--- src/design/cbs_pkg.sv ---
// Shared types and constants for the cubic B-spline curve sampler.
// No dependencies; imported by the top level, cbs_ctrl and cbs_datapath.
package cbs_pkg;

    localparam int COORD_W = 24;
    localparam int REG_W   = 7;
    localparam int T_W     = 7;
    localparam int W_W     = 32;
    localparam int PROD_W  = W_W + COORD_W;
    localparam int ACC_W   = 60;
    localparam int DEN_W   = 24;
    localparam int QUO_W   = COORD_W + 1;
    localparam int STEP_W  = 5;
    localparam int CFG_IDX_W = 4;

    localparam logic [CFG_IDX_W-1:0] REG_SPLIT_COUNT = 4'd0;
    localparam logic [CFG_IDX_W-1:0] REG_POINTS_PER_SEG = 4'd1;

    localparam logic signed [COORD_W-1:0] COORD_MAX = 24'sh7FFFFF;
    localparam logic signed [COORD_W-1:0] COORD_MIN = 24'sh800000;

    // Datapath operations
    localparam logic [2:0] OP_NONE  = 3'd0;
    localparam logic [2:0] OP_TAKE  = 3'd1;
    localparam logic [2:0] OP_WGT   = 3'd2;
    localparam logic [2:0] OP_MAC   = 3'd3;
    localparam logic [2:0] OP_DPREP = 3'd4;
    localparam logic [2:0] OP_DIV   = 3'd5;
    localparam logic [2:0] OP_DFIN  = 3'd6;
    localparam logic [2:0] OP_SHIFT = 3'd7;

    typedef struct packed {
        logic signed [COORD_W-1:0] point_x;
        logic signed [COORD_W-1:0] point_y;
        logic signed [COORD_W-1:0] point_z;
        logic                      start_curve;
    } t_in_item;

    typedef struct packed {
        logic signed [COORD_W-1:0] out_x;
        logic signed [COORD_W-1:0] out_y;
        logic signed [COORD_W-1:0] out_z;
        logic                      last_of_segment;
    } t_out_item;

    typedef struct packed {
        logic signed [COORD_W-1:0] x;
        logic signed [COORD_W-1:0] y;
        logic signed [COORD_W-1:0] z;
    } t_vec3;

    typedef struct packed {
        logic [2:0]        op;
        logic [STEP_W-1:0] step;
        logic [1:0]        coord;
        logic [T_W-1:0]    t;
        logic              last;
    } t_dp_cmd;

    typedef struct packed {
        logic segment;
    } t_dp_status;

    function automatic logic signed [COORD_W-1:0] pick_coord(input t_vec3 v,
                                                             input logic [1:0] c);
        logic signed [COORD_W-1:0] r;
        unique case (c)
            2'd0:    r = v.x;
            2'd1:    r = v.y;
            default: r = v.z;
        endcase
        return r;
    endfunction

endpackage

--- src/design/cbs_ctrl.sv ---
// Controller state machine: sequences weights, accumulation, division and
// result handshake per curve point. Depends on cbs_pkg.
module cbs_ctrl #(
    parameter int MAX_POINTS = 64,
    parameter int IW = (MAX_POINTS > 1) ? $clog2(MAX_POINTS) : 1,
    parameter int CW = $clog2(MAX_POINTS + 1)
) (
    input  logic                i_clk,
    input  logic                i_rst_n,
    input  logic                i_in_valid,
    input  logic                i_out_stall,
    input  logic [CW-1:0]       i_count,
    input  cbs_pkg::t_dp_status i_status,
    output cbs_pkg::t_dp_cmd    o_cmd,
    output logic                o_in_stall,
    output logic                o_out_valid
);
    import cbs_pkg::*;

    localparam logic [2:0] S_IDLE = 3'd0;
    localparam logic [2:0] S_WGT  = 3'd1;
    localparam logic [2:0] S_MAC  = 3'd2;
    localparam logic [2:0] S_DIV  = 3'd3;
    localparam logic [2:0] S_EMIT = 3'd4;

    logic [2:0]        r_state, n_state;
    logic [STEP_W-1:0] r_step, n_step;
    logic [1:0]        r_coord, n_coord;
    logic [IW-1:0]     r_i, n_i;
    logic              is_last;

    assign is_last = (CW'(r_i) + CW'(1)) == i_count;

    always_comb begin
        n_state = r_state;
        n_step  = r_step;
        n_coord = r_coord;
        n_i     = r_i;
        o_cmd   = '{op: OP_NONE, step: r_step, coord: r_coord,
                    t: T_W'(r_i), last: is_last};
        unique case (r_state)
            S_IDLE: begin
                if (i_in_valid) begin
                    o_cmd.op = OP_TAKE;
                    if (i_status.segment) begin
                        n_state = S_WGT;
                        n_step  = '0;
                        n_i     = '0;
                    end
                end
            end
            S_WGT: begin
                o_cmd.op = OP_WGT;
                n_step   = STEP_W'(r_step + 1'b1);
                if (r_step == 5'd2) begin
                    n_state = S_MAC;
                    n_step  = '0;
                    n_coord = 2'd0;
                end
            end
            S_MAC: begin
                o_cmd.op = OP_MAC;
                n_step   = STEP_W'(r_step + 1'b1);
                if (r_step == 5'd4) begin
                    n_state = S_DIV;
                    n_step  = '0;
                end
            end
            S_DIV: begin
                n_step = STEP_W'(r_step + 1'b1);
                priority if (r_step == 5'd0) begin
                    o_cmd.op = OP_DPREP;
                end else if (r_step == 5'd26) begin
                    o_cmd.op = OP_DFIN;
                    n_step   = '0;
                    if (r_coord == 2'd2) begin
                        n_state = S_EMIT;
                    end else begin
                        n_state = S_MAC;
                        n_coord = 2'(r_coord + 2'd1);
                    end
                end else begin
                    o_cmd.op = OP_DIV;
                end
            end
            S_EMIT: begin
                if (!i_out_stall) begin
                    if (is_last) begin
                        o_cmd.op = OP_SHIFT;
                        n_state  = S_IDLE;
                    end else begin
                        n_i     = IW'(r_i + 1'b1);
                        n_state = S_WGT;
                        n_step  = '0;
                    end
                end
            end
            default: n_state = S_IDLE;
        endcase
    end

    always_ff @(posedge i_clk) begin
        if (!i_rst_n) begin
            r_state <= S_IDLE;
            r_step  <= '0;
            r_coord <= '0;
            r_i     <= '0;
        end else begin
            r_state <= n_state;
            r_step  <= n_step;
            r_coord <= n_coord;
            r_i     <= n_i;
        end
    end

    assign o_in_stall  = (r_state != S_IDLE);
    assign o_out_valid = (r_state == S_EMIT);

endmodule

--- config.mk ---
export PLATFORM = sky130hd
export DESIGN_NAME = cbs_ctrl
export DESIGN_NICKNAME = d
export VERILOG_FILES = /design/src/design/cbs_pkg.sv /design/src/design/cbs_ctrl.sv
export SDC_FILE = /design/constraint.sdc
export NUM_CORES = 1
export LEC_CHECK = 0
export BUFFER_PORTS_ARGS = -buffer_cell sky130_fd_sc_hd__buf_2
export CAP_MARGIN = 10
export CORE_ASPECT_RATIO = 0.8
export CORE_MARGIN = 5
export CORE_UTILIZATION = 45
export CTS_BUF_LIST = sky130_fd_sc_hd__clkbuf_8
export CTS_CLUSTER_SIZE = 30
export DETAILED_ROUTE_END_ITERATION = 10
export PLACE_DENSITY = 0.7
export SETUP_SLACK_MARGIN = 0.05
export SYNTH_ARGS = -nofsm -noshare
export SYNTH_HDL_FRONTEND = slang
export SYNTH_SLANG_ARGS = --single-unit
--- constraint.sdc ---
create_clock -name i_clk -period 2.3 [get_ports i_clk]
set_clock_uncertainty 0.2 [all_clocks]
set_input_delay 0.345 -clock i_clk [delete_from_list [all_inputs] [get_ports i_clk]]
set_output_delay 0.345 -clock i_clk [all_outputs]
set_load 0.05 [all_outputs]
Word level (Yosys, flattened, before mapping)
Index checks and enable logic that the tools add are counted.
{"block": "word_totals", "regBits": 16, "inputBits": 12, "output_inout_bits": 20}
{"block": "op_classes", "addsub": 4, "n_eq_ne": 18, "muxes": 35, "reduce_logical": 10}
{"cell": "2-to-1 mux 5 bit", "count": 8}
{"cell": "2-to-1 mux 3 bit", "count": 10}
{"cell": "one-hot mux 3 bit (5 select lines)", "count": 2}
{"cell": "one-hot mux 5 bit (5 select lines)", "count": 1}
{"cell": "2-to-1 mux 6 bit", "count": 4}
{"cell": "!= test 2 bit, second input constant", "count": 9}
{"cell": "AND reduction 5 bit", "count": 3}
{"cell": "2-to-1 mux 2 bit", "count": 6}
{"cell": "one-hot mux 6 bit (2 select lines)", "count": 1}
{"cell": "adder 6 x 1 -> 7 bit, second input constant", "count": 1}
{"cell": "equality test 7 bit", "count": 1}
{"cell": "AND reduction 7 bit", "count": 1}
{"cell": "adder 6 x 1 -> 6 bit, second input constant", "count": 1}
{"cell": "equality test 3 x 2 -> 1 bit, second input constant", "count": 2}
{"cell": "adder 5 x 1 -> 5 bit, second input constant", "count": 1}
{"cell": "equality test 5 x 2 -> 1 bit, second input constant", "count": 1}
{"cell": "equality test 5 x 3 -> 1 bit, second input constant", "count": 1}
{"cell": "equality test 5 bit, second input constant", "count": 1}
{"cell": "logical NOT 5 bit", "count": 1}
{"cell": "nonzero test 5 bit", "count": 1}
{"cell": "one-hot mux 2 bit (2 select lines)", "count": 1}
{"cell": "nonzero test 2 bit", "count": 2}
{"cell": "equality test 3 x 1 -> 1 bit, second input constant", "count": 1}
{"cell": "equality test 3 bit, second input constant", "count": 1}
{"cell": "other kinds (5)", "count": 6}

Logic depth before layout (Yosys ltp)
{"block": "depth", "word_depth": 5, "mapped_depth": 10, "ltp_nobuf": 9}

Worst setup path before layout
No wires, ideal clock.
{"block": "synth_path", "kind": "register to output", "startpoint": "register r_i[0]", "endpoint": "output port o_cmd[16] (netlist name)", "t_arrival_ns": 2.689, "required_time_ns": 1.755, "slack_ns": -0.934, "path_stages_with_launch": 10, "path_buffers": 1, "path_cell_list": "dfxtp_1 ha_1 nand3_2 o21ai_0 nand2_1 a311oi_1 and3_1 buf_6 nor3b_1 o21bai_1"}
{"item": "from (decl)", "line": "cbs_ctrl.sv:29", "rtl": "logic [IW-1:0] r_i, n_i;"}
{"item": "from (signal assigned)", "line": "cbs_ctrl.sv:112", "rtl": "r_i <= n_i;"}
{"item": "to (decl)", "line": "cbs_ctrl.sv:14", "rtl": "output cbs_pkg::t_dp_cmd o_cmd,"}

==> summary.txt <==
Worst setup path
  – Worst r2r path cells: 9
  – Worst Path Buf+Inv: 1
  – RR Endpoint: r_i[2]
  – CP peak stage delay: 380 ps
  – R2r setup slk: -360 ps
  – Crit-path slowest cell: dfxtp_4
  – FF-to-FF Start: r_i[1]
  – Worst Setup Path Type: flop to output port
  – Critical path depth: 9
  – WP data required: 1750 ps
  – Max FO, Critical Path: 4
  – Setup crit start kind: flop
  – Worst Path Arrival: 2170 ps
  – Crit path cell chain: ha_4 -> nand3_4 -> o21ai_2 -> nand2_1 -> a311oi_2 -> and3_4 -> nor3b_4 -> o21bai_4 -> buf_6
  – Worst Setup SP: r_i[1]
  – CP endpoint: o_cmd[16]
  – Top delay family on crit path: simple AND/OR/NAND/NOR gates
  – Worst setup EP type: output port

Power
  – PwrDens: 431.8 mW/mm^2
  – VDD IR max: roughly 0.00035 V
  – Leak: 0.7717 nW

STA
  – Crit path setup slack, layout: -414.5 ps
  – Max-slew violation count: 0
  – Fin crit share: 118.0%
  – Final Hold Viols: 0
  – Tmin final: between 2000 and 3000 ps
  – RSZ-0062 raised after global routing: true
  – Hold_ws: between 200 and 300 ps
  – Fmax: 368.4 MHz
  – Setup TNS: -3175 ps
  – Setup-failing EPs final: 13

Logic synthesis
  – Post-synth EDFFs: 0
  – Count of cell types in the netlist: 51
  – Mapped Nets: 179
  – Post-synthesis mux area share: 0.8973%
  – Syn Inst Count: ~160
  – Post-synth top area share: approximately a quarter
  – Ys async rst share: 0%
  – Simple-gate portion of the synthesized area: between 20% and 30%
  – Adder-cell share of the synthesized area: 4.985%
  – Synth warnings: 0
  – Compound-Gate Fraction of Synth Area: 26.62%
  – Post-synthesis sequential area ratio: 25.52%
  – Main combinational cell family by area after synthesis: simple AND/OR/NAND/NOR gates
  – Cell Area, Synth: 0.001255 sq mm
  – Synth Area per Inst: 7.747 sq um
  – Ys flop type: dfxtp_1
  – Synth area leaders: dfxtp_1, nand2_1, ha_1
  – Synth area leader: dfxtp_1
  – XOR/XNOR Fraction of Synth Area: ~4.2%
  – Seq cells post-synth: 16

Floorplanning
  – Initial Util: a little under half
  – Die area: 0.003952 sq mm
  – Die W: 69.04 um
  – # IOs: 32
  – Chip height: 57.24 um
  – Site row count: 17
  – Core box area: 0.002723 sq mm

Global routing
  – First-pass GRT wire length: 6016 um
  – Vias in the first global route: 1302
  – Tot GR Track Use: 18.54%
  – Largest net degree at the start of global routing: 17
  – Initial antenna violation count: 0
  – Global route overflow: 0

Placement
  – DP HPWL: 2747 um
  – # port buffers: 30
  – GPL Wtd Cong: 0.8931

Cells and area
  – Share of layout cells above drive strength 1: between 40 and 50%
  – Commonest cells after routing, fill and taps aside: buf_2, nand2_1, buf_4
  – Fin nets: 222
  – Fillers: 236
  – ANT cells: 0
  – Most common cell after layout, fill and taps aside: buf_2
  – Area Overhead vs Synth: 39.78%

Clocking
  – CTS clk-pin slew, worst paths: 60 ps
  – CTS sink cnt: 16
  – Clock latency on the worst-skew pair: between 200 and 300 ps
  – Total CTS buffers: 3
  – CTS Buffer Depth: 2
  – CTS root buf: clkbuf_8
  – CTS tree: yes
  – Htree depth: 1

Min path
  – Hold path cells: 2
  – Hold WC Path Type: input port to flop

Status
  – Outcome: complete, but fails checks
  – Violated checks: setup timing

Flow run
  – Max-cap violation count: 0

Routing
  – Via count: 1364
  – DRT iter0 DRCs: 60
  – # DRC: 0
  – Drt first pass iters: 4
  – Wire per inst: between 10 and 15 um
  – DRT Wirelength: ~3500 um
  – Antenna-violating nets left: 0
  – Vias/cell: 5.636
==> per-stage QoR <==
stage / cells / worst slack, ps / cell area (sq um) / power (W) / utilization (%)
finish: 242 / -414.5 / 1754 / 0.0007575 / 64.43
global route: 242 / -565.9 / 1754 / 0.0007928 / 64.43
CTS: 242 / -391.6 / 1718 / 0.0007499 / 63.10
detailed placement: 238 / -335.4 / 1625 / 0.0005204 / 59.70
global placement: 238 / -200.7 / 1625 / 0.0005151 / 59.70
floorplan: 162 / -209.7 / 1364 / 0.0004547 / -
==> synthesized netlist by cell type (all sizes together), types with 5 or more instances <==
master	n
nor2	6
ha	5
clkbuf	5
and3	9
buf	6
o21ai	11
a21oi	6
inv	10
nand3	8
nor3	6
nand2	19
dfxtp	16
==> worst register-to-register path: stages, from the launching register on <==
cell      delay [ps]
dfxtp_4          360
ha_4             180
nor4bb_1         120
a31oi_1          210
o221ai_2         140
and2_4           180
and3_4           150
buf_4            160
or4b_4           620
o32ai_2          260
==> kinds of logic (layout without fill, tap and decap cells) <==
group | after synthesis | after routing
and+or+nand+nor | 67 | 67
buffers and inverters | 21 | 63
other | 1 | 1
AOI/OAI and AO/OA | 45 | 45
adders and majority gates | 5 | 5
DFF | 16 | 16
muxes | 1 | 1
xor gates and xnor gates | 6 | 6
==> sequential cells by signal, indices dropped and copies added, names as in the netlist <==
name,count
r_coord,2
r_state,3
r_i,6
r_step,5
==> cell type report <==
class | count | area [sq um] | area share (%)
clock buffer | 3 | 41.29 | 2.354
clock inverter | 1 | 3.754 | 0.2140
inverter | 10 | 37.54 | 2.140
multi-input combinational | 125 | 954.7 | 54.42
sequential | 16 | 344.1 | 19.61
tap | 38 | 47.55 | 2.710
timing repair buffer | 49 | 325.3 | 18.54
==> worst min-delay path by stage <==
stage                 end  slack (ps)     from
5_1_grt        r_state[1]         310  i_rst_n
6_report       r_state[1]         280  i_rst_n
2_1_floorplan   r_step[2]         340  i_rst_n
4_1_cts        r_state[1]         290  i_rst_n
3_3_place_gp       r_i[4]         290   r_i[4]
3_5_place_dp       r_i[4]         300   r_i[4]
==> power by group <==
| part | internal, W | switching (W) | total, W |
|---|---|---|---|
| clock network | 0.000119 | 0.000102 | 0.000220 |
| logic | 0.000101 | 0.000148 | 0.000249 |
| registers | 0.000281 | 0.00000756 | 0.000288 |
| total | 0.000500 | 0.000257 | 0.000758 |
==> routing by layer <==
layer / routed length, um / GRT usage, %
met5: 0 / 0
met4: 32 / 3.900
met3: 256 / 5.986
met2: 1670 / 30.71
met1: 1551 / 23.73
==> what timing repair did <==
item,4_1_cts,5_1_grt
setup buffers,0,1
hold buffers,0,0
setup endpoints to repair,14,17
cloned,0,0
pin swaps,3,5
resized for setup,14,9
Power figures use the tool's default switching activity.
